<file path="config.mk">
export PLATFORM = sky130hd
export DESIGN_NAME = fbm_mul
export DESIGN_NICKNAME = d
export VERILOG_FILES = /design/src/hdl/fbm_perlin_noise_3d_assert.svh /design/src/hdl/fbm_pkg.sv /design/src/hdl/fbm_mul.sv
export SDC_FILE = /design/constraint.sdc
export NUM_CORES = 2
export LEC_CHECK = 0
export BUFFER_PORTS_ARGS = -buffer_cell sky130_fd_sc_hd__buf_4
export CAP_MARGIN = 10
export CORE_MARGIN = 2
export CORE_UTILIZATION = 36
export CTS_CLUSTER_SIZE = 14
export DETAILED_ROUTE_END_ITERATION = 10
export PLACE_DENSITY = 0.6
export SETUP_SLACK_MARGIN = 0.1
export SLEW_MARGIN = 20
export SYNTH_ARGS = -nofsm -noshare
export SYNTH_HDL_FRONTEND = slang
export SYNTH_SLANG_ARGS = --single-unit
</file>
<file path="constraint.sdc">
create_clock -name clk_i -period 11.52 [get_ports clk_i]
set_input_delay 0.576 -clock clk_i [delete_from_list [all_inputs] [get_ports clk_i]]
set_output_delay 0.576 -clock clk_i [all_outputs]
set_load 0.02 [all_outputs]
</file>
<file path="src/hdl/fbm_perlin_noise_3d_assert.svh">
// ----------------------------------------------------------------------------
// fbm_perlin_noise_3d assertion macros
// Implication checks sampled on clk_i, held off while rst_ni is low.
// ----------------------------------------------------------------------------
`ifndef FBM_PERLIN_NOISE_3D_ASSERT_SVH
`define FBM_PERLIN_NOISE_3D_ASSERT_SVH

// same-cycle implication
`define FBM_ASSERT_IMP(lbl, ante, cons, msg) \
  lbl: assert property (@(posedge clk_i) disable iff (!rst_ni) (ante) |-> (cons)) \
    else $error(msg);

// next-cycle implication
`define FBM_ASSERT_NXT(lbl, ante, cons, msg) \
  lbl: assert property (@(posedge clk_i) disable iff (!rst_ni) (ante) |=> (cons)) \
    else $error(msg);

`endif

</file>
<file path="src/hdl/fbm_pkg.sv">
// ----------------------------------------------------------------------------
// fbm_pkg
// Shared constants, widths and helper functions of the fractal noise block.
// ----------------------------------------------------------------------------
`default_nettype none

package fbm_pkg;

  localparam int MAX_OCTAVES = 8;
  localparam int KW          = $clog2(MAX_OCTAVES + 1);
  localparam int MUL_W       = 33;
  localparam int PROD_W      = 2 * MUL_W;
  localparam int ASUM_W      = 17 + KW;
  localparam int DIV_W       = ASUM_W + 2;
  localparam int VSUM_W      = 36 + KW;

  // register indexes on the config port
  localparam logic [2:0] REG_BASE_FREQ = 3'd0;
  localparam logic [2:0] REG_OCT_COUNT = 3'd1;
  localparam logic [2:0] REG_LACUNA    = 3'd2;
  localparam logic [2:0] REG_PERSIST   = 3'd3;
  localparam logic [2:0] REG_SEED      = 3'd4;

  localparam logic [23:0] RST_BASE_FREQ = 24'd5243;
  localparam logic [3:0]  RST_OCT_COUNT = 4'd5;
  localparam logic [15:0] RST_LACUNA    = 16'd8192;
  localparam logic [15:0] RST_PERSIST   = 16'd32768;
  localparam logic [31:0] RST_SEED      = 32'd1337;

  localparam logic [31:0] HASH_CX   = 32'h8da6b343;
  localparam logic [31:0] HASH_CY   = 32'hd8163841;
  localparam logic [31:0] HASH_CZ   = 32'hcb1ab31f;
  localparam logic [31:0] HASH_MIX  = 32'h85ebca6b;
  localparam logic [31:0] SEED_STEP = 32'h9e3779b9;

  localparam logic [16:0] ONE_Q16 = 17'h10000;
  localparam logic [23:0] FREQ_MAX = 24'hffffff;

  // gradient dot product picked by the low hash nibble
  function automatic logic signed [19:0] grad(input logic [3:0] h,
                                              input logic signed [17:0] gx,
                                              input logic signed [17:0] gy,
                                              input logic signed [17:0] gz);
    logic signed [19:0] sx, sy, sz, r;
    sx = 20'(gx);
    sy = 20'(gy);
    sz = 20'(gz);
    case (h)
      4'h0, 4'hc: r = sx + sy;
      4'h1, 4'hd: r = -sx + sy;
      4'h2, 4'he: r = sx - sy;
      4'h3, 4'hf: r = -sx - sy;
      4'h4:       r = sx + sz;
      4'h5:       r = -sx + sz;
      4'h6:       r = sx - sz;
      4'h7:       r = -sx - sz;
      4'h8:       r = sy + sz;
      4'h9:       r = -sy + sz;
      4'ha:       r = sy - sz;
      default:    r = -sy - sz;
    endcase
    return r;
  endfunction

  // quintic fade polynomial tail: 6t^2 - 15t + 10, Q.16
  function automatic logic [20:0] ease_poly(input logic [15:0] t2, input logic [15:0] f);
    return 21'(t2) * 21'd6 + 21'd655360 - 21'(f) * 21'd15;
  endfunction

endpackage

`default_nettype wire

</file>
<file path="src/hdl/fbm_mul.sv">
// ----------------------------------------------------------------------------
// fbm_mul
// Shared signed multiplier with a registered product.
// ----------------------------------------------------------------------------
`default_nettype none

module fbm_mul (
  input  wire logic                               clk_i,
  input  wire logic signed [fbm_pkg::MUL_W-1:0]   a_i,
  input  wire logic signed [fbm_pkg::MUL_W-1:0]   b_i,
  output logic signed      [fbm_pkg::PROD_W-1:0]  p_o
);
  import fbm_pkg::*;

  logic signed [PROD_W-1:0] p_q;

  always_ff @(posedge clk_i) begin
    p_q <= PROD_W'(a_i) * PROD_W'(b_i);
  end

  assign p_o = p_q;

endmodule

`default_nettype wire

</file>
==> out/results.ini <==
[outcome]
status=completed

[global_route]
overflow=0
antenna_found_initial=4
grt_pass1_vias=31316
grt_start_max_net_pins=34
grt_pass1_wl_um=181000
track_usage_pct=20.2

[detailed_routing]
first_iter_violations=1646
via_per_inst=4.83
dr.pass1.iters=5
wl_per_cell_um=19.1
vias=27905
ant_nets=0
post-route-drc-count=0
routed_wl_um=110000

[cts]
cts_resized=0
cts_buffers=9
cts.sinks=66
clkTransAtPathRegs_ns=0.07
clockRootBuffer=clkbuf_16
h-tree-depth=3
post_cts_buffers=0
ctsHoldBuffers=0
tritoncts=built
clk_path_buf_depth=2

[setup_path]
cp-startpoint=b_i[0]
cpMostUsedCell=fa_1
critPathMaxFanout=33
crit_path_end_kind=register
critPathKind=primary input to register
endpoint=p_o[58]
crit_arrival_ns=8.62
crit_path_max_incr_delay_ns=0.66
cp_slowest_cell=fa_1
crit_required_ns=11.84
worst_setup_path_start_kind=primary input

[logic_synthesis]
yosys_warnings=0
avgSynthCellArea_um2=9.39
seq_area_frac_synth_pct=3.24
synth_top_cell_by_area=fa_1
synth_cell_type_count=80
synth_edf_count=0
synth_seq_cells=66
syn_inst=4338
synth_flop_cell=dfxtp_1
async_flop_share_pct=0
syn-cell-area_um2=40700
synth_area_leaders=fa_1, inv_1, and2_1
yosys.area.top_type_share_pct=56.3
synthesis.nets=5767

[floorplanning]
die_h_um=340
dieArea_um2=116000
die_width_um=340
rows=123
io_pins=133
core_area_um2=112000
start_util_pct=36.3

[timing]
rsz0062_at_grt=no
post-route-period-util_pct=72.1
setup_viol=0
drv_slew=0
period_minus_slack_ns=8.30
tightestPinTransition_ns=0.854
setup-tns-final_ns=0
hold_violations=0
relSlewSlack_pct=43.1
fmax_ghz=0.120

[layout]
largest_register_ffs=66
area_growth_pct=5.83
mostFrequentLayoutCells=fa_1, inv_1, and2_1
fin_nets=5698
layout_commonest_cell=fa_1
layout-drive-gt1-share_pct=4.47
nFillCells=11384
multi_input_area_um2=34300
seqCellArea_um2=1320

[min_path]
hold_class=primary input to register

[placed_design]
hpwlAfterDp_um=90100
place_congestion=1.05
io_buffers=132

[flow_run]
drv_cap=0

## worst max-delay path: cells and delay by family
family | cells | cell delay (ns)
AND/OR/NAND/NOR | 4 | 1.25
AO/OA/AOI/OAI | 5 | 1.12
buffers and inverters | 9 | 0.96
adder cells (fa/ha/maj) | 9 | 4.69
## logic make-up (layout without fill, tap and decap cells)
| family | Yosys count | in the layout | share of synthesized area (%) |
|---|---|---|---|
| adders and majority gates | 1362 | 1362 | 62.9 |
| buffers and inverters | 1352 | 1288 | 12.5 |
| and+or+nand+nor | 1271 | 1271 | 15.8 |
| AOI/OAI and AO/OA | 219 | 219 | 4.07 |
| xor gates and xnor gates | 68 | 68 | 1.46 |
| DFF | 66 | 66 | 3.24 |
| other | 0 | 2 | 0 |
## routing by layer
layer	share of wire (%)	GRT usage, %	routed length (µm)
met5	0.015	0	16
met4	2.5	5.53	2810
met3	5.8	3.74	6340
met2	50	34.0	55200
met1	42	26.6	45800
## worst min-delay path by stage
stage               slack (ns)  startpoint  cells past startpoint       to
CTS                       0.66      b_i[0]                      2   p_o[0]
global route              0.70      b_i[0]                      2   p_o[0]
global placement          0.99     p_o[23]                      1  p_o[23]
detailed placement        0.99     p_o[39]                      1  p_o[39]
floorplan                 0.70      a_i[0]                      1   p_o[0]
finish                    0.69      b_i[0]                      2   p_o[0]
## metrics by stage
stage | instances | worst slack (ns) | hold WS, ns | cell area (µm²) | utilization [%]
2_1_floorplan | 4338 | 3.71 | 0.703 | 40700 | -
3_5_place_dp | 5758 | 2.89 | 0.987 | 42800 | 38.1
5_1_grt | 5775 | 2.83 | 0.701 | 43100 | 38.4
6_report | 5776 | 3.22 | 0.695 | 43100 | 38.4
3_3_place_gp | 5758 | 2.90 | 0.989 | 42800 | 38.1
4_1_cts | 5774 | 3.29 | 0.663 | 43100 | 38.4
## final cells by class
class | count | area share (%)
multi-input cells | 2920 | 79.6
inverters | 1131 | 9.85
well taps | 1500 | 4.35
flip-flops and latches | 66 | 3.07
repair buffers | 141 | 2.46
clock buffers | 13 | 0.557
clock inverters | 3 | 0.0929
diodes | 2 | 0.0116
## cell usage after synthesis, types with 3 or more instances
cell type,count
a211o_1,6
a211oi_1,7
a211oi_2,3
a21o_1,36
a21oi_1,57
a21oi_2,3
a31oi_1,8
and2_1,562
and3_1,5
and4_1,5
buf_2,11
clkbuf_1,208
dfxtp_1,66
fa_1,1145
ha_1,217
inv_1,1131
nand2_1,551
nand2b_1,12
nand3_1,25
nand4_1,11
nor2_1,68
nor2b_1,5
nor3_1,7
o211ai_1,4
o21a_1,6
o21ai_0,25
o21ai_1,6
o21bai_1,11
o31ai_4,3
or2_2,3
or3_1,3
xnor2_1,43
xor2_1,25
Power is not shown: default switching activity piles up to over one toggle a cycle in this logic, so the estimate is an artifact.
