<file path="config.mk">
export PLATFORM = sky130hd
export DESIGN_NAME = fbm_div
export DESIGN_NICKNAME = d
export VERILOG_FILES = /design/src/hdl/fbm_perlin_noise_3d_assert.svh /design/src/hdl/fbm_pkg.sv /design/src/hdl/fbm_div.sv
export SDC_FILE = /design/constraint.sdc
export NUM_CORES = 1
export LEC_CHECK = 0
export BUFFER_PORTS_ARGS = -buffer_cell sky130_fd_sc_hd__buf_2
export CORE_AREA = 3 3 137 139
export CTS_CLUSTER_DIAMETER = 80
export DETAILED_ROUTE_END_ITERATION = 10
export DIE_AREA = 0 0 140 142
export GPL_TIMING_DRIVEN = 0
export HOLD_SLACK_MARGIN = 0.08
export SYNTH_ARGS = -nofsm -noshare
export SYNTH_HDL_FRONTEND = slang
export SYNTH_SLANG_ARGS = --single-unit
</file>
<file path="constraint.sdc">
create_clock -name clk_i -period 2.9 [get_ports clk_i]
set_clock_uncertainty 0.2 [all_clocks]
set_input_delay 0.145 -clock clk_i [delete_from_list [all_inputs] [get_ports clk_i]]
set_output_delay 0.145 -clock clk_i [all_outputs]
set_load 0.05 [all_outputs]
</file>
<file path="src/hdl/fbm_perlin_noise_3d_assert.svh">
// ----------------------------------------------------------------------------
// fbm_perlin_noise_3d assertion macros
// Implication checks sampled on clk_i, held off while rst_ni is low.
// ----------------------------------------------------------------------------
`ifndef FBM_PERLIN_NOISE_3D_ASSERT_SVH
`define FBM_PERLIN_NOISE_3D_ASSERT_SVH

// same-cycle implication
`define FBM_ASSERT_IMP(lbl, ante, cons, msg) \
  lbl: assert property (@(posedge clk_i) disable iff (!rst_ni) (ante) |-> (cons)) \
    else $error(msg);

// next-cycle implication
`define FBM_ASSERT_NXT(lbl, ante, cons, msg) \
  lbl: assert property (@(posedge clk_i) disable iff (!rst_ni) (ante) |=> (cons)) \
    else $error(msg);

`endif

</file>
<file path="src/hdl/fbm_pkg.sv">
// ----------------------------------------------------------------------------
// fbm_pkg
// Shared constants, widths and helper functions of the fractal noise block.
// ----------------------------------------------------------------------------
`default_nettype none

package fbm_pkg;

  localparam int MAX_OCTAVES = 8;
  localparam int KW          = $clog2(MAX_OCTAVES + 1);
  localparam int MUL_W       = 33;
  localparam int PROD_W      = 2 * MUL_W;
  localparam int ASUM_W      = 17 + KW;
  localparam int DIV_W       = ASUM_W + 2;
  localparam int VSUM_W      = 36 + KW;

  // register indexes on the config port
  localparam logic [2:0] REG_BASE_FREQ = 3'd0;
  localparam logic [2:0] REG_OCT_COUNT = 3'd1;
  localparam logic [2:0] REG_LACUNA    = 3'd2;
  localparam logic [2:0] REG_PERSIST   = 3'd3;
  localparam logic [2:0] REG_SEED      = 3'd4;

  localparam logic [23:0] RST_BASE_FREQ = 24'd5243;
  localparam logic [3:0]  RST_OCT_COUNT = 4'd5;
  localparam logic [15:0] RST_LACUNA    = 16'd8192;
  localparam logic [15:0] RST_PERSIST   = 16'd32768;
  localparam logic [31:0] RST_SEED      = 32'd1337;

  localparam logic [31:0] HASH_CX   = 32'h8da6b343;
  localparam logic [31:0] HASH_CY   = 32'hd8163841;
  localparam logic [31:0] HASH_CZ   = 32'hcb1ab31f;
  localparam logic [31:0] HASH_MIX  = 32'h85ebca6b;
  localparam logic [31:0] SEED_STEP = 32'h9e3779b9;

  localparam logic [16:0] ONE_Q16 = 17'h10000;
  localparam logic [23:0] FREQ_MAX = 24'hffffff;

  // gradient dot product picked by the low hash nibble
  function automatic logic signed [19:0] grad(input logic [3:0] h,
                                              input logic signed [17:0] gx,
                                              input logic signed [17:0] gy,
                                              input logic signed [17:0] gz);
    logic signed [19:0] sx, sy, sz, r;
    sx = 20'(gx);
    sy = 20'(gy);
    sz = 20'(gz);
    case (h)
      4'h0, 4'hc: r = sx + sy;
      4'h1, 4'hd: r = -sx + sy;
      4'h2, 4'he: r = sx - sy;
      4'h3, 4'hf: r = -sx - sy;
      4'h4:       r = sx + sz;
      4'h5:       r = -sx + sz;
      4'h6:       r = sx - sz;
      4'h7:       r = -sx - sz;
      4'h8:       r = sy + sz;
      4'h9:       r = -sy + sz;
      4'ha:       r = sy - sz;
      default:    r = -sy - sz;
    endcase
    return r;
  endfunction

  // quintic fade polynomial tail: 6t^2 - 15t + 10, Q.16
  function automatic logic [20:0] ease_poly(input logic [15:0] t2, input logic [15:0] f);
    return 21'(t2) * 21'd6 + 21'd655360 - 21'(f) * 21'd15;
  endfunction

endpackage

`default_nettype wire

</file>
<file path="src/hdl/fbm_div.sv">
// ----------------------------------------------------------------------------
// fbm_div
// Bit-serial restoring divider, truncating, saturated to a signed 16-bit word.
// ----------------------------------------------------------------------------
`default_nettype none

module fbm_div (
  input  wire logic                               clk_i,
  input  wire logic                               rst_ni,
  input  wire logic                               start_i,
  input  wire logic signed [fbm_pkg::VSUM_W-1:0]  dividend_i,
  input  wire logic        [fbm_pkg::DIV_W-1:0]   divisor_i,
  output logic                                    done_o,
  output logic signed      [15:0]                 quot_o
);
  import fbm_pkg::*;

  localparam int CW = $clog2(VSUM_W);

  typedef enum logic [1:0] {D_IDLE, D_RUN, D_FIN} dstate_e;

  dstate_e             state_q;
  logic [CW-1:0]       cnt_q;
  logic [DIV_W:0]      rem_q;
  logic [VSUM_W-1:0]   quo_q;
  logic [DIV_W-1:0]    dvs_q;
  logic                neg_q, zero_q, done_q;
  logic signed [15:0]  res_q;

  logic [DIV_W:0]      shifted;
  logic                fits;

  assign shifted = {rem_q[DIV_W-1:0], quo_q[VSUM_W-1]};
  assign fits    = shifted >= {1'b0, dvs_q};

  always_ff @(posedge clk_i or negedge rst_ni) begin
    if (!rst_ni) begin
      state_q <= D_IDLE;
      cnt_q   <= '0;
      rem_q   <= '0;
      quo_q   <= '0;
      dvs_q   <= '0;
      neg_q   <= 1'b0;
      zero_q  <= 1'b0;
      done_q  <= 1'b0;
      res_q   <= '0;
    end else begin
      done_q <= 1'b0;
      case (state_q)
        D_IDLE: begin
          if (start_i) begin
            neg_q   <= dividend_i[VSUM_W-1];
            quo_q   <= dividend_i[VSUM_W-1] ? VSUM_W'(-dividend_i) : VSUM_W'(dividend_i);
            dvs_q   <= divisor_i;
            zero_q  <= (divisor_i == '0);
            rem_q   <= '0;
            cnt_q   <= '0;
            state_q <= D_RUN;
          end
        end
        D_RUN: begin
          rem_q <= fits ? shifted - {1'b0, dvs_q} : shifted;
          quo_q <= {quo_q[VSUM_W-2:0], fits};
          cnt_q <= cnt_q + 1'b1;
          if (cnt_q == CW'(VSUM_W - 1)) begin
            state_q <= D_FIN;
          end
        end
        D_FIN: begin
          if (zero_q) begin
            res_q <= '0;
          end else if (neg_q) begin
            res_q <= (quo_q > VSUM_W'(32768)) ? 16'sh8000 : -$signed(quo_q[15:0]);
          end else begin
            res_q <= (quo_q > VSUM_W'(32767)) ? 16'sh7fff : $signed(quo_q[15:0]);
          end
          done_q  <= 1'b1;
          state_q <= D_IDLE;
        end
        default: state_q <= D_IDLE;
      endcase
    end
  end

  assign done_o = done_q;
  assign quot_o = res_q;

endmodule

`default_nettype wire

</file>
==> flow_results.org, run 1 <==
** Critical path
- Worst setup SP type :: input pin
- In this design, the critical path's most frequently occurring cell is or4_4.
- In this run the critical register-to-register path is launched from quo_q[0].
- WP data required :: 2980 ps
- Buffers and inverters on the worst path :: 1
- At the worst endpoint, the arrival time is approximately 3000 ps.
- Traced cell by cell, the critical path runs through buf_6 > or4_4 > or4_4 > or4_4 > or4_4 > or3_4 > o31ai_4 > xor2_1 > o21ai_1.
- Among all stages on the critical path, the largest delay is contributed by or4_4.
- By startpoint and endpoint, the worst setup path is classified as in -> reg.
- In this run the register-to-register setup slack is ~40 ps.
- Reg-to-reg critical path endpoint :: quot_o[13]
- Worst setup EP type :: register
- The number of cells on the worst reg-to-reg path is 10.
- Broken down by cell family, the worst path's largest delay share belongs to simple AND/OR/NAND/NOR gates.
- In this design, the stage delay of the slowest critical-path cell is roughly 530 ps.
- Of all nets on the critical path, the largest fanout is 3.

** Timing
- Unrepaired setup endpoints after global routing :: true
- Slew margin rel. :: 39.1%
- Number of max-slew violations in the final report :: 0
- Setup violations, final :: 0
- Highest achievable clock rate :: 346 MHz
- Period Utilization, post-route :: 99.5%
- Final hold violation count :: 0
- For the pin with the worst max-slew slack, the measured transition is between 900 and 1000 ps.
- The worst path needs between 2000 and 3000 ps of the cycle, external delays included.

** Place
- Number of port buffers :: 81
- Including well taps, the total number of placed cells is about 1,100.
- Detailed placement ended at an HPWL of 14.7 mm.
- Routability-driven placement finished with a final weighted congestion of about 0.89.
- The placed instances occupy a cell area of 0.00778 mm^2.

** Yosys
- The cell count after synthesis came out at 820.
- After synthesis, the share of flip-flops with an asynchronous set or reset is 100%.
- The synthesized design devotes to its leading area cell type 40.1% of total area.
- Sequential-to-total area share from yosys stat :: 40.1%
- Mean Syn Cell Area :: 8.60 um^2
- Synth warn :: 0
- Dominant register cell in the synthesized netlist :: dfrtp_1
- The largest total area in the synthesized netlist belongs to dfrtp_1.
- The synthesized design contains 113 register bits.
- Number of enable flip-flop cells after synthesis :: 0
- Yosys mapped the design onto 58 distinct sky130hd cell types.
- In the post-synthesis netlist, the biggest area contributors are dfrtp_1 40%, o21ai_0 7.9%, nand2_1 5.3%.
- After synthesis the cells add up to 0.00705 mm^2.
- Number of nets in the synthesized netlist :: between 900 and 1,000

** Global route
- The initial antenna violation count came to 0.
- Entering global routing, the biggest net connects 69 pins.
- The number of global-route vias before repair came to 6,697.
- Wire length of the first global-routing pass :: about 34 mm
- For this run, the total global-route usage over all layers was measured as 21.3%.
- Summed over all layers, the global routing overflow is 0.

** Power
- Power per cell area :: 576 mW/mm^2
- Net switching is a little under a third of the power.
- Part of the power in registers :: 35.0%
- Power dissipated by switching net loads :: 1.77 mW
- Of the total power, combinational logic draws 28.1%.
- Leakage power figure :: ~4.1 nW
- Clk pwr share :: approximately 37%
- Overall power consumption after layout is estimated at 5.56 mW.
- The worst-case IR drop observed on VDD is 0.000418 V.
- Internal power comes to 3.79 mW.

** Layout
- Number of nets in the finished design :: 1,111
- Once layout is complete, the cells apart from fillers number 1,260.
- Count of inserted antenna diode cells :: 0
- Finished layout cell area :: 0.00965 mm^2
- Area growth, synth to finish :: 36.8%
- Fraction of layout cells with a size suffix above 1 :: between 10% and 20%

** Clock tree
- The cell sitting at the root of the clock tree is a clkbuf_16.
- Cts bufs inserted :: 17
- Clock sink count :: 113
- The H-tree was split into 4 levels.
- Maximum buffer depth of the clock tree :: 2
- Clock tree from TritonCTS :: done
- Clock Pin Slew Worst Setup and Hold Paths :: approximately 50 ps
- The later pin in the worst-skew pair is clocked with a latency of 420 ps.

** Hold path
- The path class of the tightest hold or removal check is in -> reg.
- Hold EP :: quo_q[3]
- Hold Crit Depth :: 5
- In this run the most critical hold path is launched from dividend_i[0].

** Routing
- Drt first-iter violations :: 464
- The count of nets left with antenna violations once routing finished came out at 0.
- The final layout contains routed wiring with a total length of 21.8 mm.
- After detailed routing, the number of remaining DRC violations is 0.
- The first detailed-routing pass ran for 5 iterations.
- For this block, the via count after detailed routing is 7,010.
- In the final routed layout, each cell accounts on average for ~17 um.
- After detailed routing, the number of vias per cell comes to 5.56.

** Die
- The floorplan step defined a die boundary enclosing 0.0199 mm^2.
- The core region is ~0.018 mm^2.
- Starting utilization of the core area :: a little under 40%
- After floorplanning, the core was divided into 49 placement rows.
- Horizontal die dimension :: roughly 140 um
- Pin placement for this block handled 83 I/O pins.
- The die is between 100 and 150 um tall.

** Status
- Outcome :: finished, final reports clean

** Job
- The tool flagged a number of max-cap violations equal to 0.
[state kept, by name, summed over array words and instances (netlist names)]
signal	flops
done_o	1
state_q	2
dvs_q	23
neg_q	1
cnt_q	6
quo_q	40
quot_o	16
rem_q	23
zero_q	1
[per-stage QoR]
stage | utilization (%) | setup WS (ps) | hold WS, ps | TNS, ps
after detailed placement | 43.8 | -779 | -97.7 | -22660
final | 54.3 | 13.3 | 106 | 0
after floorplan | - | -234 | -351 | -540
after CTS | 52.8 | 4.20 | 84.1 | 0
after global routing | 54.3 | -82.0 | 157 | -796
after global placement | 43.6 | -783 | 168 | -23130
[cell type report]
class                      count  area, um^2
multi-input combinational    625        4200
inverter                      37         139
sequential                   113        2830
buffer                        43         209
tap                          229         287
fill                        1633        8130
clock buffer                  23         468
clock inverter                 9         108
timing repair buffer         181        1410
[worst reg2reg max path, cell delays in order, from the launching register on]
cell and delay (ps):
dfrtp_2 430, inv_2 70, ha_2 170, nor3b_4 230, nand3_2 110, or4_4 450, or3_4 360, o21ai_2 130
nand2_2 100, a211o_4 400, o21ai_2 140
[kinds of logic after synthesis]
group	Yosys count	synth area share (%)
compound gates	297	26.2
simple gates	238	16.6
flops	113	40.1
buf+inv	83	4.42
xor+xnor	57	7.08
fa+ha+maj	27	4.90
mux	5	0.710
[layer usage]
metal,track usage [%],vias up,share of wire [%]
li1,-,3437,-
met4,6.17,0,1.7
met3,3.53,35,4.6
met5,0,-,0
met2,34.3,199,47
met1,30.0,3339,47
[cells in the final DEF, fill, tap and decap left out, types with 14 or more instances in the layout]
cell	netlist	layout
o21ai_1	2	17
a21oi_1	52	48
buf_4	0	22
xor2_1	36	36
nand3_1	22	20
xnor2_1	21	21
ha_1	26	14
nand2_1	99	98
dfrtp_1	113	112
clkbuf_16	0	18
nor2_1	28	26
o22ai_1	24	24
buf_2	0	78
dlygate4sd3_1	0	74
inv_1	36	33
a22oi_1	28	28
nor3_1	17	15
clkbuf_1	40	36
o21ai_0	112	94
[worst max-delay path by stage]
stage,depth (start not counted),to,slack [ps],from
5_1_grt,13,rem_q[10],-80,quo_q[39]
3_3_place_gp,13,rem_q[14],-780,quo_q[39]
3_5_place_dp,13,rem_q[10],-780,quo_q[39]
4_1_cts,10,rem_q[20],4,rem_q[16]
2_1_floorplan,8,quo_q[37],-230,dividend_i[14]
6_report,9,quo_q[37],10,dividend_i[14]
[cells in the mapped netlist (4+ instances only)]
| master | number |
|---|---|
| o41ai_1 | 7 |
| a21oi_1 | 52 |
| xor2_1 | 36 |
| and3_1 | 4 |
| o311ai_0 | 7 |
| xnor2_1 | 21 |
| nand4_1 | 10 |
| nand2b_1 | 5 |
| or3_1 | 10 |
| a32oi_1 | 7 |
| nand3_1 | 22 |
| nand2_1 | 99 |
| ha_1 | 26 |
| nor3_1 | 17 |
| nor2b_1 | 7 |
| nor2_1 | 28 |
| or4_1 | 6 |
| nor4_1 | 16 |
| or4_4 | 4 |
| dfrtp_1 | 113 |
| inv_1 | 36 |
| o21bai_1 | 5 |
| mux2i_1 | 5 |
| a22oi_1 | 28 |
| o31ai_1 | 16 |
| a31oi_1 | 6 |
| a21o_1 | 4 |
| o22ai_1 | 24 |
| a22o_1 | 4 |
| o21ai_0 | 112 |
| clkbuf_1 | 40 |
| buf_1 | 6 |
[power groups by stage]
stage / Combinational (mW) / Clock (mW) / Sequential [mW]
floorplan: 0.893 / 0 / 1.90
global placement: 1.23 / 0 / 1.95
detailed placement: 1.24 / 0 / 1.95
CTS: 1.43 / 2.08 / 1.93
global route: 1.73 / 2.16 / 1.97
finish: 1.56 / 2.05 / 1.95
[what timing repair did]
| item | CTS | global route |
|---|---|---|
| hold endpoints to repair | 176 | 0 |
| hold buffers | 75 | 0 |
| endpoints found under the setup margin | 42 | 51 |
| gates resized for setup | 40 | 66 |
| buffers inserted | 14 | 9 |
| pin swaps | 5 | 10 |
| cloned | 1 | 1 |
No activity file was read; power rests on OpenSTA's default activity.
==> inputs of run 2 (changes only) <==
GPL_TIMING_DRIVEN = default   (was 0)
PLACE_DENSITY = 0.6   (was default)
==> run 2 against run 1 <==
- maximum frequency down 0.50%
- the run now ends with negative setup slack left
- critical path depth up 5
- clock power up 4%
- clock-buffer cell count down 4
- core utilization up 1.5 points
- sequential power about the same
- critical path type is now reg -> reg
- routed wire length down 4.6%
- non-clock buffer count up 9
- flip-flop and latch count unchanged
==> flow_results.org, run 2 (synthesis gave the netlist of run 1 again) <==
** Status
- The flow ran to the end, but the final reports show violations.
- Violations in the final reports :: negative setup slack

** Critical path
- Reg2Reg Setup Slack :: -1 ps
- Buffers and inverters on the worst path :: 4
- The worst setup path is launched from a register.
- At the worst endpoint, the arrival time is 3010 ps.
- Worst stage delay on the critical path :: 390 ps
- The critical path in this run is classified as reg -> reg.
- For this design, the slowest cell found on the critical path is dfrtp_1.
- WP data required :: between 3000 and 4000 ps
- On the critical path the largest part of the delay comes from simple AND/OR/NAND/NOR gates.
- In this run the worst path has a maximum fanout of 8.
- CP Cell Sequence :: inv_1 > ha_2 > inv_2 > fa_2 > nand3_2 > a31oi_1 > o21bai_1 > a21oi_2 > nor4_4 > buf_4 > buf_12 > and4b_1 > a31oi_2 > o21ai_1
- Worst setup EP type :: register

** Die
- Core area :: 0.0178 mm^2
- Horizontal die dimension :: 140 um
- The initialized floorplan defines 49 standard-cell rows.
- Number of top-level pins :: 83
- Once the floorplan was initialized, standard cells occupied 39.7% of the core.
- The die is between 100 and 150 um tall.
- The die covers 0.0199 mm^2.

** Power
- The design draws 5.70 mW.
- VDD sags by at most 0.000495 V.
- Power Internal :: between 3 and 4 mW
- In this run switching power makes up approximately a third of total power.
- Leakage power figure :: 4.32 nW
- Logic gate share of total power :: between 20% and 30%
- Per report_power, the sequential group accounts for between 30% and 40% of the total.
- Power dissipated by switching net loads :: about 1.8 mW
- Dividing total power by cell area gives a power density of 575 mW/mm^2.
- Clk pwr share :: 37.4%

** Clock tree
- After clock tree synthesis, the clock-pin slew on the worst setup and hold paths is 60 ps.
- Clock sink count :: 113
- Clock network latency to the later pin of the worst-skew pair :: approximately 430 ps
- The longest clock path from root to sink contains 2 buffers.
- Clock tree from TritonCTS :: done
- The tree is rooted in a clkbuf_16.
- CTS built an H-tree with a depth of 4.
- Cts bufs inserted :: 17

** Timing
- Period minus WS final :: 2900 ps
- Unrepaired setup endpoints after global routing :: true
- Derived from the worst setup path, the maximum achievable clock frequency is 345 MHz.
- Slew margin rel. :: between 40% and 50%
- Across all setup checks in the final design, the least slack found is -1.21 ps.
- Number of max-slew violations in the final report :: 0
- The worst path uses 100% of the clock period.
- Final hold violation count :: 0
- Setup violations remaining at the end of the flow were counted as 1.
- Total negative setup slack :: -1.21 ps
- Worst Hold Margin :: 95.8 ps
- Measured slew at the worst slew-check pin :: approximately 880 ps

** Hold path
- Type of the tightest min-delay check :: in -> reg

** Global route
- Via count of the first global-routing pass :: approximately 6,700
- Global routing consumed, over all layers together, about a fifth of the routing resources.
- The first global-routing pass estimated between 30 and 40 mm of wire.
- Entering global routing, the biggest net connects 47 pins.
- Initial antenna violation count :: 0
- Leftover overflow at the end of global routing :: 0

** Place
- After detailed placement, the design holds a cell count of 1,151.
- Port buffering added a little over 80 buffers.
- Timing analysis after detailed placement gives a worst setup slack of -424 ps.
- After legalization and detailed placement, the total HPWL measured 13.9 mm.
- The congestion estimate from routability-driven global placement came to 0.852.
- Cell area after placement :: 0.00813 mm^2

** Layout
- Count of inserted antenna diode cells :: 0
- The net count of the finished layout is 1,120.
- Leaving out fill and tap cells, the most frequent cell in the layout is dfrtp_1.
- Biggest register :: quo_q
- The largest registers in the layout are quo_q x40, dvs_q x23, rem_q x23.
- Finished layout cell area :: 0.00992 mm^2
- The count of cells in the finished layout, fillers not included, comes to between 1,000 and 1,500.
- Fraction of layout cells with a size suffix above 1 :: 23.8%
- Top library cells by usage in the layout, fill and taps aside :: 113 x dfrtp_1, 98 x nand2_1, 98 x o21ai_0, 81 x buf_2, 73 x dlygate4sd3_1
- The register with the most flip-flops in the layout has 40 of them.
- Utilization after layout :: a little under three fifths
- From synthesis to final layout, the design area changed by 40.6%.

** Routing
- First-pass detailed-route iteration total :: 5
- In the routed design, unresolved DRC markers number 0.
- Total number of vias :: 6,994
- After the first detailed-routing iteration, the DRC count stood at ~500.
- Total Wirelength :: 20.8 mm
- The detail route stage leaves a number of antenna-violating nets equal to 0.
- In the final routed layout, each cell accounts on average for between 15 and 20 um.
- Vias per Instance :: 5.51

** Job
- # Max-Cap Violations :: 0
==> run 2: changes by cell type in the layout (fill, tap and decap cells not counted), sizes merged <==
cell and change:
clkinv +1, bufinv +1, dlygate4sd3 -1, buf +45, clkinvlp +1, clkbuf -39, inv +1
==> run 2: path summary, 6_finish.rpt <==
check | to | from | depth (start not counted)
min in group asynchronous | quo_q[8] | rst_ni | 3
max in group asynchronous | quot_o[11] | rst_ni | 4
worst min register to register | quot_o[0] | quot_o[0] | 2
worst max-delay path | rem_q[6] | quo_q[39] | 14
worst max register to register | rem_q[6] | quo_q[39] | 14
worst min-delay path | quo_q[18] | dividend_i[14] | 5
==> run 2: power groups by stage <==
stage          sequential [mW]  clock [mW]  combinational [mW]
6_report                  1.94        2.13                1.62
5_1_grt                   1.97        2.22                1.80
4_1_cts                   1.93        2.15                1.45
3_5_place_dp              1.95           0                1.35
3_3_place_gp              1.95           0                1.34
2_1_floorplan             1.90           0               0.893
==> run 2: routing by layer <==
| metal | routed length (um) | track usage, % |
|---|---|---|
| met5 | 0 | 0 |
| met4 | 344 | 7.19 |
| met3 | 762 | 3.13 |
| met2 | 9760 | 32.0 |
| met1 | 9930 | 28.8 |
==> run 2: repair_timing <==
item                       CTS  global route
hold endpoints to repair   150             0
setup buffers                0            11
hold buffers                73             0
gates cloned                 0             2
pin swaps                    0            15
resized for setup            4            80
setup endpoints to repair   10            52
==> run 2: cell type report <==
class,count,area [um^2]
inverter,37,139
sequential,113,2830
timing repair buffer,233,1800
fill,1598,7860
multi-input combinational,625,4270
clock inverter,13,163
clock buffer,19,433
tap,229,287
==> run 2: worst register-to-register path, delay by kind of cell (launching register included) <==
kind	cells	cell delay [ps]
AND/OR/NAND/NOR	3	630
AO/OA/AOI/OAI	5	610
adder cells (fa/ha/maj)	2	570
flip-flops	1	390
buffers and inverters	4	390
